==> src/hw/rtl/lpt_pkg.sv <==
`default_nettype none
package lpt_pkg;

    // Normalized reflectance runs from 0 to 4096, where 4096 means 1.0.
    localparam int NORM_W = 13;
    localparam logic [NORM_W-1:0] NORM_ONE = 13'd4096;

    localparam int POS_W     = 14;
    localparam int CORR_W    = 16;
    localparam int INTEG_W   = 13;
    localparam int GAIN_W    = 16;
    localparam int PITCH_W   = 12;
    localparam int LEVEL_W   = 13;
    localparam int TICK_W    = 16;
    localparam int CFG_IDX_W = 3;
    localparam int CFG_DAT_W = 16;
    localparam int STATUS_W  = 2;
    localparam int OUT_W     = 32;

    // Locate divider: magnitude of (difference * pitch) over sum or twice the curvature.
    localparam int LOC_NUM_W = 24;
    localparam int LOC_DEN_W = 15;
    localparam int PROD_W    = 27;
    localparam int ACC_W     = 32;
    localparam int MUL_B_W   = 15;
    localparam int MUL_P_W   = 31;

    localparam logic signed [INTEG_W-1:0] INTEG_LIMIT = 13'sd2560;
    localparam logic [TICK_W-1:0] TICK_MAX = 16'hFFFF;

    typedef enum logic [CFG_IDX_W-1:0] {
        CFG_GAIN_PROP,
        CFG_GAIN_INTEG,
        CFG_GAIN_DERIV,
        CFG_WARMUP,
        CFG_DETECT,
        CFG_PITCH
    } lpt_cfg_idx_t;

    typedef enum logic [STATUS_W-1:0] {
        STAT_WARMUP,
        STAT_LOST,
        STAT_FOUND
    } lpt_status_t;

    typedef enum logic [1:0] {
        MODE_RESTART,
        MODE_WARMUP,
        MODE_EVAL
    } lpt_mode_t;

    typedef struct packed {
        logic start;
        logic recal;
    } lpt_lane_ctl_t;

    typedef struct packed {
        logic      start;
        lpt_mode_t mode;
    } lpt_merge_cmd_t;

    typedef enum logic [1:0] {
        TOP_IDLE,
        TOP_LANES,
        TOP_MERGE,
        TOP_OUT
    } lpt_top_state_t;

    typedef enum logic [3:0] {
        MRG_IDLE,
        MRG_MUL,
        MRG_DIV_GO,
        MRG_DIV,
        MRG_POS,
        MRG_P,
        MRG_I,
        MRG_D,
        MRG_FIN,
        MRG_DONE
    } lpt_merge_state_t;

endpackage
`default_nettype wire

==> src/hw/rtl/lpt_div.sv <==
`default_nettype none
module lpt_div #(
    parameter int NUM_W = 24,
    parameter int DEN_W = 15
) (
    input  wire logic             clk,
    input  wire logic             rst_n,
    input  wire logic             start,
    input  wire logic [NUM_W-1:0] num,
    input  wire logic [DEN_W-1:0] den,
    output logic      [NUM_W-1:0] quo,
    output logic                  done
);

    // Restoring division, one quotient bit per cycle. The divisor must hold
    // steady while the unit is busy.
    localparam int CNT_W = $clog2(NUM_W + 1);

    logic             busy_reg, busy_next;
    logic             done_reg, done_next;
    logic [CNT_W-1:0] cnt_reg, cnt_next;
    logic [DEN_W-1:0] rem_reg, rem_next;
    logic [NUM_W-1:0] quo_reg, quo_next;
    logic [DEN_W:0]   trial;
    logic [DEN_W:0]   diff;
    logic             ge;

    always_comb
    begin
        trial = {rem_reg, quo_reg[NUM_W-1]};
        ge    = (trial >= {1'b0, den});
        diff  = trial - {1'b0, den};
        busy_next = busy_reg;
        done_next = 1'b0;
        cnt_next  = cnt_reg;
        rem_next  = rem_reg;
        quo_next  = quo_reg;
        if (start)
        begin
            busy_next = 1'b1;
            cnt_next  = CNT_W'(NUM_W);
            rem_next  = '0;
            quo_next  = num;
        end
        else if (busy_reg)
        begin
            rem_next = ge ? diff[DEN_W-1:0] : trial[DEN_W-1:0];
            quo_next = {quo_reg[NUM_W-2:0], ge};
            cnt_next = cnt_reg - CNT_W'(1);
            if (cnt_reg == CNT_W'(1))
            begin
                busy_next = 1'b0;
                done_next = 1'b1;
            end
        end
    end

    always_ff @(posedge clk or negedge rst_n)
    begin
        if (!rst_n)
        begin
            busy_reg <= 1'b0;
            done_reg <= 1'b0;
            cnt_reg  <= '0;
        end
        else
        begin
            busy_reg <= busy_next;
            done_reg <= done_next;
            cnt_reg  <= cnt_next;
        end
    end

    always_ff @(posedge clk)
    begin
        rem_reg <= rem_next;
        quo_reg <= quo_next;
    end

    assign quo  = quo_reg;
    assign done = done_reg;

endmodule
`default_nettype wire

==> src/hw/rtl/lpt_lane.sv <==
`default_nettype none
module lpt_lane #(
    parameter int ADC_BITS = 12
) (
    input  wire logic                  clk,
    input  wire logic                  rst_n,
    input  wire lpt_pkg::lpt_lane_ctl_t ctl,
    input  wire logic [ADC_BITS-1:0]   sample,
    output logic [lpt_pkg::NORM_W-1:0] norm,
    output logic                       done
);

    localparam int NUM_W = ADC_BITS + 12;
    localparam logic [ADC_BITS-1:0] ADC_MAX = {ADC_BITS{1'b1}};

    logic [ADC_BITS-1:0]        low_reg, low_next;
    logic [ADC_BITS-1:0]        high_reg, high_next;
    logic [ADC_BITS-1:0]        samp_reg;
    logic                       go_reg;
    logic                       done_reg;
    logic [lpt_pkg::NORM_W-1:0] norm_reg;
    logic [ADC_BITS-1:0]        delta;
    logic [ADC_BITS-1:0]        span;
    logic [NUM_W-1:0]           quo;
    logic                       div_done;

    // Calibration widens with every sample (a recalibration resets the range instead),
    // and the sample is then measured against the widened range.
    always_comb
    begin
        low_next  = low_reg;
        high_next = high_reg;
        if (ctl.start)
        begin
            if (ctl.recal)
            begin
                low_next  = ADC_MAX;
                high_next = '0;
            end
            else
            begin
                if (sample < low_reg)
                    low_next = sample;
                if (sample > high_reg)
                    high_next = sample;
            end
        end
    end

    assign delta = samp_reg - low_reg;
    assign span  = high_reg - low_reg;

    lpt_div #(
        .NUM_W(NUM_W),
        .DEN_W(ADC_BITS)
    ) u_div (
        .clk  (clk),
        .rst_n(rst_n),
        .start(go_reg),
        .num  ({delta, 12'b0}),
        .den  (span),
        .quo  (quo),
        .done (div_done)
    );

    always_ff @(posedge clk or negedge rst_n)
    begin
        if (!rst_n)
        begin
            low_reg  <= '0;
            high_reg <= ADC_MAX;
            go_reg   <= 1'b0;
            done_reg <= 1'b0;
        end
        else
        begin
            low_reg  <= low_next;
            high_reg <= high_next;
            go_reg   <= ctl.start && !ctl.recal;
            done_reg <= div_done;
        end
    end

    always_ff @(posedge clk)
    begin
        if (ctl.start)
            samp_reg <= sample;
        if (div_done)
        begin
            if (high_reg <= low_reg)
                norm_reg <= '0;
            else
                norm_reg <= lpt_pkg::NORM_ONE - quo[lpt_pkg::NORM_W-1:0];
        end
    end

    assign norm = norm_reg;
    assign done = done_reg;

endmodule
`default_nettype wire

==> src/hw/rtl/lpt_merge.sv <==
`default_nettype none
module lpt_merge (
    input  wire logic                            clk,
    input  wire logic                            rst_n,
    input  wire lpt_pkg::lpt_merge_cmd_t         cmd,
    input  wire logic [lpt_pkg::NORM_W-1:0]      n_left,
    input  wire logic [lpt_pkg::NORM_W-1:0]      n_center,
    input  wire logic [lpt_pkg::NORM_W-1:0]      n_right,
    input  wire logic signed [lpt_pkg::GAIN_W-1:0] gain_prop,
    input  wire logic signed [lpt_pkg::GAIN_W-1:0] gain_integ,
    input  wire logic signed [lpt_pkg::GAIN_W-1:0] gain_deriv,
    input  wire logic [lpt_pkg::LEVEL_W-1:0]     detect_level,
    input  wire logic [lpt_pkg::PITCH_W-1:0]     sensor_pitch,
    output lpt_pkg::lpt_status_t                 status,
    output logic signed [lpt_pkg::POS_W-1:0]     position,
    output logic signed [lpt_pkg::CORR_W-1:0]    correction,
    output logic                                 done
);

    lpt_pkg::lpt_merge_state_t state_reg, state_next;
    lpt_pkg::lpt_status_t      status_reg;

    logic signed [lpt_pkg::POS_W-1:0]   pos_reg;
    logic signed [lpt_pkg::CORR_W-1:0]  corr_reg;
    logic signed [lpt_pkg::INTEG_W-1:0] integ_reg;
    logic signed [lpt_pkg::POS_W-1:0]   last_reg;
    logic signed [lpt_pkg::POS_W-1:0]   a_reg;
    logic [lpt_pkg::LOC_DEN_W-1:0]      den_reg;
    logic                               vert_reg;
    logic signed [lpt_pkg::PROD_W-1:0]  prod_reg;
    logic signed [lpt_pkg::POS_W-1:0]   e_reg;
    logic signed [lpt_pkg::INTEG_W-1:0] integ_new_reg;
    logic signed [lpt_pkg::ACC_W-1:0]   acc_reg;

    logic [lpt_pkg::NORM_W-1:0]         peak;
    logic [lpt_pkg::LOC_DEN_W-1:0]      sum;
    logic signed [lpt_pkg::LOC_DEN_W:0] curv;
    logic [lpt_pkg::LOC_DEN_W-1:0]      curv_mag2;
    logic                               lost;
    logic                               div_start;
    logic                               div_done;
    logic [lpt_pkg::LOC_NUM_W-1:0]      quo;
    logic [lpt_pkg::PROD_W-1:0]         prod_mag;
    logic [lpt_pkg::POS_W-1:0]          bound;
    logic [lpt_pkg::NORM_W-1:0]         mag;
    logic signed [lpt_pkg::POS_W-1:0]   e_val;
    logic signed [lpt_pkg::INTEG_W+1:0] integ_sum;
    logic signed [lpt_pkg::INTEG_W-1:0] integ_cl;
    logic signed [lpt_pkg::GAIN_W-1:0]  mul_a;
    logic signed [lpt_pkg::MUL_B_W-1:0] mul_b;
    logic signed [lpt_pkg::MUL_P_W-1:0] mul_p;
    logic signed [lpt_pkg::ACC_W-1:0]   acc_base;
    logic signed [lpt_pkg::ACC_W-1:0]   acc_adj;
    logic signed [lpt_pkg::ACC_W-1:0]   acc_q;
    logic signed [lpt_pkg::CORR_W-1:0]  corr_sat;

    // Merge of the three lanes: peak, sum and curvature.
    always_comb
    begin
        peak = n_left;
        if (n_center > peak)
            peak = n_center;
        if (n_right > peak)
            peak = n_right;
        sum  = lpt_pkg::LOC_DEN_W'(n_left) + lpt_pkg::LOC_DEN_W'(n_center)
             + lpt_pkg::LOC_DEN_W'(n_right);
        curv = $signed({3'b0, n_left}) - $signed({2'b0, n_center, 1'b0})
             + $signed({3'b0, n_right});
        curv_mag2 = lpt_pkg::LOC_DEN_W'(-curv) << 1;
        lost = ({1'b0, peak} < {1'b0, detect_level});
    end

    // Next state.
    always_comb
    begin
        state_next = state_reg;
        case (state_reg)
            lpt_pkg::MRG_IDLE:
            begin
                if (cmd.start)
                begin
                    if (cmd.mode != lpt_pkg::MODE_EVAL || lost)
                        state_next = lpt_pkg::MRG_DONE;
                    else if (sum == '0)
                        state_next = lpt_pkg::MRG_P;
                    else
                        state_next = lpt_pkg::MRG_MUL;
                end
            end
            lpt_pkg::MRG_MUL:    state_next = lpt_pkg::MRG_DIV_GO;
            lpt_pkg::MRG_DIV_GO: state_next = lpt_pkg::MRG_DIV;
            lpt_pkg::MRG_DIV:
            begin
                if (div_done)
                    state_next = lpt_pkg::MRG_POS;
            end
            lpt_pkg::MRG_POS:    state_next = lpt_pkg::MRG_P;
            lpt_pkg::MRG_P:      state_next = lpt_pkg::MRG_I;
            lpt_pkg::MRG_I:      state_next = lpt_pkg::MRG_D;
            lpt_pkg::MRG_D:      state_next = lpt_pkg::MRG_FIN;
            lpt_pkg::MRG_FIN:    state_next = lpt_pkg::MRG_DONE;
            lpt_pkg::MRG_DONE:   state_next = lpt_pkg::MRG_IDLE;
            default:             state_next = lpt_pkg::MRG_IDLE;
        endcase
    end

    // State outputs.
    always_comb
    begin
        div_start = (state_reg == lpt_pkg::MRG_DIV_GO);
        done      = (state_reg == lpt_pkg::MRG_DONE);
    end

    assign prod_mag = prod_reg[lpt_pkg::PROD_W-1] ? lpt_pkg::PROD_W'(-prod_reg)
                                                  : lpt_pkg::PROD_W'(prod_reg);

    lpt_div #(
        .NUM_W(lpt_pkg::LOC_NUM_W),
        .DEN_W(lpt_pkg::LOC_DEN_W)
    ) u_div (
        .clk  (clk),
        .rst_n(rst_n),
        .start(div_start),
        .num  (prod_mag[lpt_pkg::LOC_NUM_W-1:0]),
        .den  (den_reg),
        .quo  (quo),
        .done (div_done)
    );

    // Truncated quotient gets its sign back; the vertex is clamped to
    // one and a half sensor spacings.
    always_comb
    begin
        bound = (lpt_pkg::POS_W'(sensor_pitch) + lpt_pkg::POS_W'({sensor_pitch, 1'b0})) >> 1;
        if (vert_reg && quo > lpt_pkg::LOC_NUM_W'(bound))
            mag = bound[lpt_pkg::NORM_W-1:0];
        else
            mag = quo[lpt_pkg::NORM_W-1:0];
        if (prod_reg[lpt_pkg::PROD_W-1] ^ vert_reg)
            e_val = -$signed({1'b0, mag});
        else
            e_val = $signed({1'b0, mag});
    end

    // PID arithmetic on one shared multiplier.
    always_comb
    begin
        integ_sum = $signed({{2{integ_reg[lpt_pkg::INTEG_W-1]}}, integ_reg})
                  + $signed({e_reg[lpt_pkg::POS_W-1], e_reg});
        if (integ_sum > $signed({{2{1'b0}}, lpt_pkg::INTEG_LIMIT}))
            integ_cl = lpt_pkg::INTEG_LIMIT;
        else if (integ_sum < -$signed({{2{1'b0}}, lpt_pkg::INTEG_LIMIT}))
            integ_cl = -lpt_pkg::INTEG_LIMIT;
        else
            integ_cl = integ_sum[lpt_pkg::INTEG_W-1:0];

        case (state_reg)
            lpt_pkg::MRG_P:
            begin
                mul_a = gain_prop;
                mul_b = {e_reg[lpt_pkg::POS_W-1], e_reg};
            end
            lpt_pkg::MRG_I:
            begin
                mul_a = gain_integ;
                mul_b = {{2{integ_new_reg[lpt_pkg::INTEG_W-1]}}, integ_new_reg};
            end
            default:
            begin
                mul_a = gain_deriv;
                mul_b = $signed({e_reg[lpt_pkg::POS_W-1], e_reg})
                      - $signed({last_reg[lpt_pkg::POS_W-1], last_reg});
            end
        endcase
        mul_p    = mul_a * mul_b;
        acc_base = (state_reg == lpt_pkg::MRG_P) ? '0 : acc_reg;

        acc_adj = acc_reg + (acc_reg[lpt_pkg::ACC_W-1] ? 32'sd31 : 32'sd0);
        acc_q   = acc_adj >>> 5;
        if (acc_q > 32'sd32767)
            corr_sat = 16'sh7FFF;
        else if (acc_q < -32'sd32768)
            corr_sat = 16'sh8000;
        else
            corr_sat = acc_q[lpt_pkg::CORR_W-1:0];
    end

    always_ff @(posedge clk or negedge rst_n)
    begin
        if (!rst_n)
        begin
            state_reg  <= lpt_pkg::MRG_IDLE;
            status_reg <= lpt_pkg::STAT_WARMUP;
            pos_reg    <= '0;
            corr_reg   <= '0;
            integ_reg  <= '0;
            last_reg   <= '0;
        end
        else
        begin
            state_reg <= state_next;
            if (state_reg == lpt_pkg::MRG_IDLE && cmd.start)
            begin
                case (cmd.mode)
                    lpt_pkg::MODE_RESTART:
                        status_reg <= lpt_pkg::STAT_WARMUP;
                    lpt_pkg::MODE_WARMUP:
                    begin
                        status_reg <= lpt_pkg::STAT_WARMUP;
                        corr_reg   <= '0;
                    end
                    default:
                    begin
                        if (lost)
                            status_reg <= lpt_pkg::STAT_LOST;
                    end
                endcase
            end
            if (state_reg == lpt_pkg::MRG_FIN)
            begin
                status_reg <= lpt_pkg::STAT_FOUND;
                pos_reg    <= e_reg;
                corr_reg   <= corr_sat;
                integ_reg  <= integ_new_reg;
                last_reg   <= e_reg;
            end
        end
    end

    always_ff @(posedge clk)
    begin
        if (state_reg == lpt_pkg::MRG_IDLE)
        begin
            vert_reg <= curv[lpt_pkg::LOC_DEN_W];
            e_reg    <= '0;
            if (curv[lpt_pkg::LOC_DEN_W])
            begin
                a_reg   <= $signed({1'b0, n_left}) - $signed({1'b0, n_right});
                den_reg <= curv_mag2;
            end
            else
            begin
                a_reg   <= $signed({1'b0, n_right}) - $signed({1'b0, n_left});
                den_reg <= sum;
            end
        end
        if (state_reg == lpt_pkg::MRG_MUL)
            prod_reg <= a_reg * $signed({1'b0, sensor_pitch});
        if (state_reg == lpt_pkg::MRG_POS)
            e_reg <= e_val;
        if (state_reg == lpt_pkg::MRG_P)
            integ_new_reg <= integ_cl;
        if (state_reg == lpt_pkg::MRG_P || state_reg == lpt_pkg::MRG_I
            || state_reg == lpt_pkg::MRG_D)
            acc_reg <= acc_base + lpt_pkg::ACC_W'(mul_p);
    end

    assign status     = status_reg;
    assign position   = pos_reg;
    assign correction = corr_reg;

endmodule
`default_nettype wire

==> src/hw/rtl/line_position_pid_tracker_top.sv <==
// Line position tracker with PID steering for a three-sensor line follower.
// Input channel (s_*): one item per sensor tick. s_tdata carries the raw left,
// center and right readings; s_tuser set to one asks for a calibration restart
// instead, and the readings are then ignored. Output channel (m_*): exactly one
// result item per input item, with the line status in m_tuser and the position
// (1/256 cm) and the Q1.15 steering correction in m_tdata.
// Configuration: a write on cfg_we sets the register named by cfg_index; it is
// meant to happen only while no item is in flight.
// Three lanes normalize the readings side by side, each on its own bit-serial
// divider of ADC_BITS + 12 steps; for a tick with a found line the merge stage
// then runs a 24-step divider for the position and three passes of one
// multiplier for the PID terms. A warm-up or line-lost tick skips the merge
// arithmetic, and a restart item skips the lanes as well. One item is in work
// at a time; the next one can be taken in the cycle after a result is loaded.
// The result waits in an output register; the next item is taken while it
// waits, but its own result is held back until the receiver drains the first.
// Reset gives a calibration range covering the whole ADC scale, a cleared
// warm-up counter, status warming up and zero position and correction.
`default_nettype none
module line_position_pid_tracker_top #(
    parameter int ADC_BITS = 12
) (
    input  wire logic                           clk,
    input  wire logic                           rst_n,
    input  wire logic                           s_tvalid,
    output logic                                s_tready,
    // sample_left, sample_center, sample_right, zero fill
    input  wire logic [((3*ADC_BITS+7)/8)*8-1:0] s_tdata,
    // cmd
    input  wire logic                           s_tuser,
    output logic                                m_tvalid,
    input  wire logic                           m_tready,
    // line_position, steer_correction, zero fill
    output logic [lpt_pkg::OUT_W-1:0]           m_tdata,
    // line_status
    output logic [lpt_pkg::STATUS_W-1:0]        m_tuser,
    input  wire logic                           cfg_we,
    input  wire logic [lpt_pkg::CFG_IDX_W-1:0]  cfg_index,
    input  wire logic [lpt_pkg::CFG_DAT_W-1:0]  cfg_data
);

    lpt_pkg::lpt_top_state_t state_reg, state_next;

    logic signed [lpt_pkg::GAIN_W-1:0] gain_prop_reg;
    logic signed [lpt_pkg::GAIN_W-1:0] gain_integ_reg;
    logic signed [lpt_pkg::GAIN_W-1:0] gain_deriv_reg;
    logic [lpt_pkg::TICK_W-1:0]        warmup_reg;
    logic [lpt_pkg::LEVEL_W-1:0]       detect_reg;
    logic [lpt_pkg::PITCH_W-1:0]       pitch_reg;
    logic [lpt_pkg::TICK_W-1:0]        tick_reg, tick_next;
    logic                              warm_reg;
    logic                              m_tvalid_reg;
    logic [lpt_pkg::OUT_W-1:0]         m_tdata_reg;
    logic [lpt_pkg::STATUS_W-1:0]      m_tuser_reg;

    logic                              s_accept;
    logic                              out_load;
    logic                              lanes_done;
    logic [2:0]                        lane_done;
    logic [lpt_pkg::NORM_W-1:0]        norm [3];
    lpt_pkg::lpt_lane_ctl_t            lane_ctl;
    lpt_pkg::lpt_merge_cmd_t           merge_cmd;
    lpt_pkg::lpt_status_t              status;
    logic signed [lpt_pkg::POS_W-1:0]  position;
    logic signed [lpt_pkg::CORR_W-1:0] correction;
    logic                              merge_done;

    assign s_accept   = s_tvalid && s_tready;
    assign lanes_done = &lane_done;

    // Next state.
    always_comb
    begin
        state_next = state_reg;
        case (state_reg)
            lpt_pkg::TOP_IDLE:
            begin
                if (s_tvalid)
                    state_next = s_tuser ? lpt_pkg::TOP_MERGE : lpt_pkg::TOP_LANES;
            end
            lpt_pkg::TOP_LANES:
            begin
                if (lanes_done)
                    state_next = lpt_pkg::TOP_MERGE;
            end
            lpt_pkg::TOP_MERGE:
            begin
                if (merge_done)
                    state_next = lpt_pkg::TOP_OUT;
            end
            lpt_pkg::TOP_OUT:
            begin
                if (!m_tvalid_reg || m_tready)
                    state_next = lpt_pkg::TOP_IDLE;
            end
            default: state_next = lpt_pkg::TOP_IDLE;
        endcase
    end

    // State outputs.
    always_comb
    begin
        s_tready       = (state_reg == lpt_pkg::TOP_IDLE);
        out_load       = (state_reg == lpt_pkg::TOP_OUT) && (!m_tvalid_reg || m_tready);
        lane_ctl.start = s_tvalid && (state_reg == lpt_pkg::TOP_IDLE);
        lane_ctl.recal = s_tuser;
        merge_cmd.start = (lane_ctl.start && s_tuser)
                        || ((state_reg == lpt_pkg::TOP_LANES) && lanes_done);
        if (state_reg == lpt_pkg::TOP_IDLE)
            merge_cmd.mode = lpt_pkg::MODE_RESTART;
        else if (warm_reg)
            merge_cmd.mode = lpt_pkg::MODE_WARMUP;
        else
            merge_cmd.mode = lpt_pkg::MODE_EVAL;
    end

    // The warm-up counter saturates at its top value.
    assign tick_next = (tick_reg == lpt_pkg::TICK_MAX) ? tick_reg
                                                       : tick_reg + lpt_pkg::TICK_W'(1);

    genvar g;
    generate
        for (g = 0; g < 3; g++)
        begin : g_lane
            lpt_lane #(
                .ADC_BITS(ADC_BITS)
            ) u_lane (
                .clk   (clk),
                .rst_n (rst_n),
                .ctl   (lane_ctl),
                .sample(s_tdata[g*ADC_BITS +: ADC_BITS]),
                .norm  (norm[g]),
                .done  (lane_done[g])
            );
        end
    endgenerate

    lpt_merge u_merge (
        .clk         (clk),
        .rst_n       (rst_n),
        .cmd         (merge_cmd),
        .n_left      (norm[0]),
        .n_center    (norm[1]),
        .n_right     (norm[2]),
        .gain_prop   (gain_prop_reg),
        .gain_integ  (gain_integ_reg),
        .gain_deriv  (gain_deriv_reg),
        .detect_level(detect_reg),
        .sensor_pitch(pitch_reg),
        .status      (status),
        .position    (position),
        .correction  (correction),
        .done        (merge_done)
    );

    always_ff @(posedge clk or negedge rst_n)
    begin
        if (!rst_n)
        begin
            state_reg      <= lpt_pkg::TOP_IDLE;
            gain_prop_reg  <= '0;
            gain_integ_reg <= '0;
            gain_deriv_reg <= '0;
            warmup_reg     <= 16'd100;
            detect_reg     <= 13'd1229;
            pitch_reg      <= 12'd256;
            tick_reg       <= '0;
            warm_reg       <= 1'b1;
            m_tvalid_reg   <= 1'b0;
        end
        else
        begin
            state_reg <= state_next;
            if (cfg_we)
            begin
                case (cfg_index)
                    lpt_pkg::CFG_GAIN_PROP:  gain_prop_reg  <= cfg_data;
                    lpt_pkg::CFG_GAIN_INTEG: gain_integ_reg <= cfg_data;
                    lpt_pkg::CFG_GAIN_DERIV: gain_deriv_reg <= cfg_data;
                    lpt_pkg::CFG_WARMUP:     warmup_reg     <= cfg_data;
                    lpt_pkg::CFG_DETECT:     detect_reg     <= cfg_data[lpt_pkg::LEVEL_W-1:0];
                    lpt_pkg::CFG_PITCH:      pitch_reg      <= cfg_data[lpt_pkg::PITCH_W-1:0];
                    default: ;
                endcase
            end
            if (s_accept)
            begin
                if (s_tuser)
                    tick_reg <= '0;
                else
                begin
                    tick_reg <= tick_next;
                    warm_reg <= (tick_next < warmup_reg);
                end
            end
            if (out_load)
                m_tvalid_reg <= 1'b1;
            else if (m_tready)
                m_tvalid_reg <= 1'b0;
        end
    end

    always_ff @(posedge clk)
    begin
        if (out_load)
        begin
            m_tdata_reg <= {2'b00, correction, position};
            m_tuser_reg <= status;
        end
    end

    assign m_tvalid = m_tvalid_reg;
    assign m_tdata  = m_tdata_reg;
    assign m_tuser  = m_tuser_reg;

endmodule
`default_nettype wire
==> config.mk <==
export PLATFORM = sky130hd
export DESIGN_NAME = line_position_pid_tracker_top
export DESIGN_NICKNAME = d
export VERILOG_FILES = /design/src/hw/rtl/lpt_pkg.sv /design/src/hw/rtl/lpt_div.sv /design/src/hw/rtl/lpt_lane.sv /design/src/hw/rtl/lpt_merge.sv /design/src/hw/rtl/line_position_pid_tracker_top.sv
export SDC_FILE = /design/constraint.sdc
export NUM_CORES = 2
export LEC_CHECK = 0
export ABC_AREA = 1
export ABC_CLOCK_PERIOD_IN_PS = 10000
export BUFFER_PORTS_ARGS = -buffer_cell sky130_fd_sc_hd__buf_2
export CORE_ASPECT_RATIO = 1.1
export CORE_MARGIN = 2
export CORE_UTILIZATION = 55
export CTS_BUF_LIST = sky130_fd_sc_hd__clkbuf_4 sky130_fd_sc_hd__clkbuf_8
export DETAILED_ROUTE_END_ITERATION = 7
export GPL_ROUTABILITY_DRIVEN = 0
export PLACE_DENSITY = 0.73
export RECOVER_POWER = 25
export SYNTH_ARGS = -nofsm -noshare
export SYNTH_HDL_FRONTEND = slang
export SYNTH_SLANG_ARGS = --single-unit
export TNS_END_PERCENT = 50
==> constraint.sdc <==
create_clock -name clk -period 10 [get_ports clk]
set_input_delay 1.5 -clock clk [delete_from_list [all_inputs] [get_ports clk]]
set_output_delay 1.5 -clock clk [all_outputs]
set_load 0.02 [all_outputs]
== Word level (Yosys, flattened, before mapping) ==
Index checks and enable logic that the tools add are counted.
W data, S select, Z words.
Cells by class
  $add $sub $neg: 32
  multiply operators: 2
  magnitude comparators: 22
  equal/unequal tests: 30
  mux-type cells: 96
  bitwise operators: 2
  reduce and logical (&&, ||, !) cells: 54
Operators with widths (number)
  $mux W24: 9
  $mux W12: 15
  $mux W16: 7
  $sub A12 B12 Y12: 9
  $mux W14: 4
  $mux W13: 4
  $mux W5: 9
  $ge A13 B12 Y1: 3
  $sub A13 B13 Y13 const A: 3
  $gt A12 B12 Y1: 3
  $le A12 B12 Y1: 3
  $lt A12 B12 Y1: 3
  $pmux W4 S9: 1
  $add A32 B31 Y32: 1
  $add A32 B6 Y32: 1
  $mux W32: 1
  $pmux W16 S2: 1
  $reduce_and A2 Y1: 16
  $mul A16 B15 Y31: 1
  $mux W15: 2
  $pmux W15 S2: 1
  $reduce_bool A2 Y1: 14
  $sub A13 B13 Y14: 2
  $gt A27 B16 Y1 const B: 1
  other kinds (53): 124
Storage, ports and cells
  bits in registers: 632
  input port bits: 65
  output and inout bits: 36
  logic and storage cells: 303

== Longest topological paths before layout ==
  depth in word-level cells: 9
  mapped depth: 41
  mapped depth without buffers: 40

== By module ==
A second synthesis with hierarchy kept.
Unflattened totals
  cell total of the unflattened synthesis: 7719
  area total of the unflattened synthesis: 61036.0 um2
Modules (own cells, without submodules)
  lpt_merge: times used 1, cells an instance 4138, area each 32114.6 um2, sequential area each 4649.5 um2
  lpt_lane: times used 3, cells an instance 481, area each 3891.2 um2, sequential area each 1416.4 um2
  lpt_div at g_lane[0].u_lane.u_div ...: times used 3, cells an instance 373, area each 2742.6 um2, sequential area each 1136.1 um2
  line_position_pid_tracker_top: times used 1, cells an instance 578, area each 5873.1 um2, sequential area each 3702.3 um2
  lpt_div at u_merge.u_div: times used 1, cells an instance 441, area each 3146.8 um2, sequential area each 1196.1 um2

== Least setup slack after synthesis ==
Ideal clock, no wire load.
  path type: flip-flop to flip-flop
  from: register u_merge.e_reg[0] (netlist name)
  to: register u_merge.acc_reg[28] (netlist name), data pin
  library setup time: 0.259 ns
  arrival time: 6.823 ns
  required time: 9.741 ns
  slack: 2.918 ns
  stages on the path, launching flop included: 41
  buffers on the path: 1
  clock period less this slack: 7.082 ns
  cell sequence: edfxtp_1 -> inv_1 -> ha_1 -> inv_1 -> fa_1 -> nand3_1 -> nand2_1 -> nand2_1 -> nand2_1 -> a21oi_1 -> nor2_1 -> o21ai_0 -> nand2_1 -> xor2_1 -> nand2_1 -> nand2_1 -> inv_2 -> buf_2 -> (+5 left out) -> fa_1 -> inv_1 -> fa_1 -> fa_1 -> inv_1 -> fa_1 -> inv_1 -> ha_1 -> a21oi_1 -> o21a_1 -> o21ai_0 -> nand2_1 -> nand3_1 -> nand3_1 -> nand2_1 -> nand3_1 -> nand2_1 -> xor2_1
On the way
  cells in the longest elaborated chain, start to end: 4
Ends and longest elaborated chain
  start, declared: RTL line lpt_merge.sv:31  | logic signed [lpt_pkg::POS_W-1:0] e_reg;
  start signal, assigned: RTL line lpt_merge.sv:250  | e_reg <= e_val;
  $sub A14 B14 Y15: RTL line lpt_merge.sv:172  | - $signed({last_reg[lpt_pkg::POS_W-1], last_reg});
  $pmux W15 S2 (*): RTL line lpt_merge.sv:157  | case (state_reg)
  $mul A16 B15 Y31 (*): RTL line lpt_merge.sv:175  | mul_p = mul_a * mul_b;
  $add A32 B31 Y32 (*): RTL line lpt_merge.sv:255  | acc_reg <= acc_base + lpt_pkg::ACC_W'(mul_p);
  end signal, assigned: RTL line lpt_merge.sv:255
  end, declared: RTL line lpt_merge.sv:33  | logic signed [lpt_pkg::ACC_W-1:0] acc_reg;
Every way passes the cells marked *; elsewhere a longest branch is shown, timed or not.
A chain may end at the register's enable or synchronous reset.

== Final worst setup path ==
  from: register u_merge.state_reg[3]
  to: register u_merge.acc_reg[31] (netlist name), data pin
On the way
  cells in the longest elaborated chain, start to end: 4
  elaborated cells between the ends (all ways): 7
  those cells by class: add/sub (1); mul (1); eq/ne (2); mux (3)
Ends and longest elaborated chain
  start, declared: RTL line lpt_merge.sv:20  | lpt_pkg::lpt_merge_state_t state_reg, state_next;
  start signal, assigned: RTL line lpt_merge.sv:192  | state_reg <= lpt_pkg::MRG_IDLE;
  start signal, assigned: RTL line lpt_merge.sv:201  | state_reg <= state_next;
  $eq A4 B3 Y1, on equally long branches: RTL line lpt_merge.sv:157, lpt_merge.sv:176
  $pmux W16 S2 or $pmux W15 S2 (tied branches): RTL line lpt_merge.sv:157
  $mul A16 B15 Y31: RTL line lpt_merge.sv:175
  $add A32 B31 Y32 (*): RTL line lpt_merge.sv:255
Marks and branches as above.

==> metrics.md <==
| Metric | Value |
|---|---|
| Clock Pin Slew Worst Setup and Hold Paths | approximately 0.06 ns |
| Most instantiated library cell after synthesis | nand2_1 |
| Main combinational cell family by area after synthesis | adder cells |
| Fraction of layout cells with a size suffix above 1 | around 6.0% |
| Most frequent CP cell | fa_1 |
| WL met2 | approximately 68000 um |
| # rows | around 130 |
| Die W | between 300 and 400 um |
| Met3 WL | 8790 um |
| Crit path required time | 10.51 ns |
| Main synth FF type | edfxtp_1 |
| Xor and xnor area share after synthesis | under 10% |
| DR iter-0 viols | between 3000 and 4000 |
| Skew-Pair Late Insertion Delay | ~0.78 ns |
| Max Transition Viols Final | about 230 |
| CTS resizes | 0 |
| Largest net degree at the start of global routing | between 150 and 200 |
| Yosys Warn Count | 0 |
| Worst endpoint data arrival time | 9.15 ns |
| Max-Cap Viols | 4 |
| Yosys cell types | 70 |
| Die Area | 108000 um^2 |
| Initial Util | a little under three fifths |
| Routed wire per std cell | about 16 um |
| Global route overflow | 0 |
| Worst Setup End Kind | register |
| Final-stage net count | between 8000 and 9000 |
| Fmax | around 120 MHz |
| Placed cell area | approximately 60000 um^2 |
| WL final | between 100000 and 150000 um |
| Crit path max-delay cell type | fa_1 |
| RSZ-0062 raised after global routing | no |
| Mapped Cells | around 7000 |
| Root Driver | clkbuf_8 |
| Setup Fix Bufs, Post-CTS | 0 |
| Worst hold path class | register to register |
| Routed Antenna Nets | 0 |
| Post-synthesis mux area share | less than 1% |
| TritonCTS clock tree | yes |
| CTS sink count | 630 |
| Seq/Total Area, Yosys | between 20 and 30% |
| Simple-Gate Fraction of Synth Area | between 10% and 20% |
| Hold Vio Cnt, Final | 0 |
| Area grow syn2layout | 7.37% |
| # setup viols final | 0 |
| Hold buffer count at cts | 0 |
| Fin area | about 62000 um^2 |
| Most area-hungry cell type in the Yosys netlist | fa_1 |
| Seq cells post-synth | 630 |
| Port Buf Inserts | 94 |
| Clk buf depth | 3 |
| Top post-synthesis cells by area | fa_1 15%, edfxtp_1 15%, ha_1 12%, nand2_1 9.5%, dfrtp_1 9.3% |
| Crit-path max FO | 36 |
| Crit Path Class | register to register |
| Worst slew margin | -309% |
| Initial antenna violation count | 2 |
| Setup tns final | 0 ns |
| DR top layer | met4 |
| Max reg flops | just over 70 |
| Slowest stage delay, CP | 0.78 ns |
| Drt pass-1 iters | 6 |
| Tot GR Track Use | a little over a quarter |
| Die height | around 340 um |
| Failing checks | capacitance limit, slew limit |
| Crit share post-route | 86.4% |
| Post-synthesis async set-or-reset flop share | between 40% and 50% |
| Syn avg cell area | 8.11 um^2 |
| DRC | 0 |
| Synth top area share | roughly 15% |
| Status | finished, violations left |
| Core ar. | around 110000 um^2 |
| Num CTS Buffers | about 110 |
| First-pass GRT wire length | around 230000 um |
| Post-synthesis instance area | approximately 58000 um^2 |
| CP Launch Type | register |
| H-tree depth | 3 |
| IO Count | ~100 |
| Synth top cells by count | 1473 x nand2_1, 1375 x inv_1, 554 x ha_1, 495 x o21ai_0, 478 x nor2_1 |
| Post-synth EDFFs | 281 |
| Fill cells | roughly 9400 |
| Wl on met1 | ~59000 um |
| Complex-gate fraction of the synthesized area | roughly 11% |
| Worst-Margin Slew | 6.14 ns |
| Vias | 47400 |
| Vias in the first global route | 47200 |
| Setup Skew | 0.0525 ns |
| Fin crit period | just under 9 ns |
| DP HPWL | 111000 um |
| Post-synthesis adder-cell area fraction | 27.3% |
| Vias per std cell | around 5.4 |
routing by layer:
metal,up-vias,track usage [%]
met1,22600,34.1
met3,363,3.32
met4,0,11.8
met5,-,0
li1,23000,-
met2,1456,45.7
cell type report:
class                      count  area (um^2)  share of cell area (%)
timing repair buffer         120          604                   0.969
sequential                   630        16800                    26.9
clock buffer                 151         1900                    3.04
clock inverter                51          724                    1.16
tap                         1397         1750                    2.80
inverter                    1400         5260                    8.43
multi-input combinational   4963        35300                    56.7
antenna                        2         5.00                 0.00802
worst max-delay path: cells and delay by family, from the launching register on:
family / cells / cell delay, ns
fa+ha+maj: 7 / 3.71
xor+xnor: 1 / 0.13
flops: 1 / 0.43
buf+inv: 7 / 0.99
simple gates: 11 / 2.68
compound gates: 3 / 0.38
cells by family after synthesis:
| kind of cell | count (synthesis) |
|---|---|
| adder cells (fa/ha/maj) | 999 |
| other | 1 |
| XOR/XNOR | 276 |
| flip-flops | 630 |
| AO/OA/AOI/OAI | 1190 |
| multiplexers | 1 |
| buffers and inverters | 1569 |
| AND/OR/NAND/NOR | 2495 |
cell usage in the layout, fill, tap and decap left out, types with 23 or more instances in the layout:
cell and instances:
nand4_1 52, o22ai_1 67, edfxtp_1 281, inv_1 1375
ha_1 554, a31oi_1 23, clkbuf_8 122, o21ai_0 495
nor3_1 93, fa_1 445, nand3_1 287, xnor2_1 84
clkbuf_4 29, nand2_1 1473, xor2_1 189, dfrtp_1 214
a22o_1 24, dfstp_2 47, o21ai_1 45, clkbuf_1 45
dfxtp_1 87, a21oi_1 386, buf_2 56, inv_2 23
nor2_1 475
worst paths after layout:
kind,from,endpoint,slack (ns),cells past startpoint
setup / recovery,u_merge.state_reg[3],u_merge.acc_reg[31],1.36,29
hold / removal,u_merge.correction[15],m_tdata[29],0.43,0
setup reg to reg,u_merge.state_reg[3],u_merge.acc_reg[31],1.36,29
hold reg to reg,u_merge.correction[15],m_tdata[29],0.43,0
max in group asynchronous,rst_n,g_lane[2].u_lane.low_reg[10],3.51,1
min in group asynchronous,rst_n,u_merge.correction[8],2.88,1
through the flow:
step	setup slack, ns	util [%]	hold slack [ns]	cells
2_1_floorplan	2.92	-	0.425	7162
3_3_place_gp	1.71	56.9	0.429	8510
3_5_place_dp	1.54	56.9	0.433	8510
4_1_cts	1.49	59.4	0.439	8712
5_1_grt	0.858	59.3	0.446	8713
6_report	1.36	59.3	0.430	8714
Power is left out: the tool's default activity adds up to more than one toggle a clock period on the data nets, which glitch-free logic cannot reach.
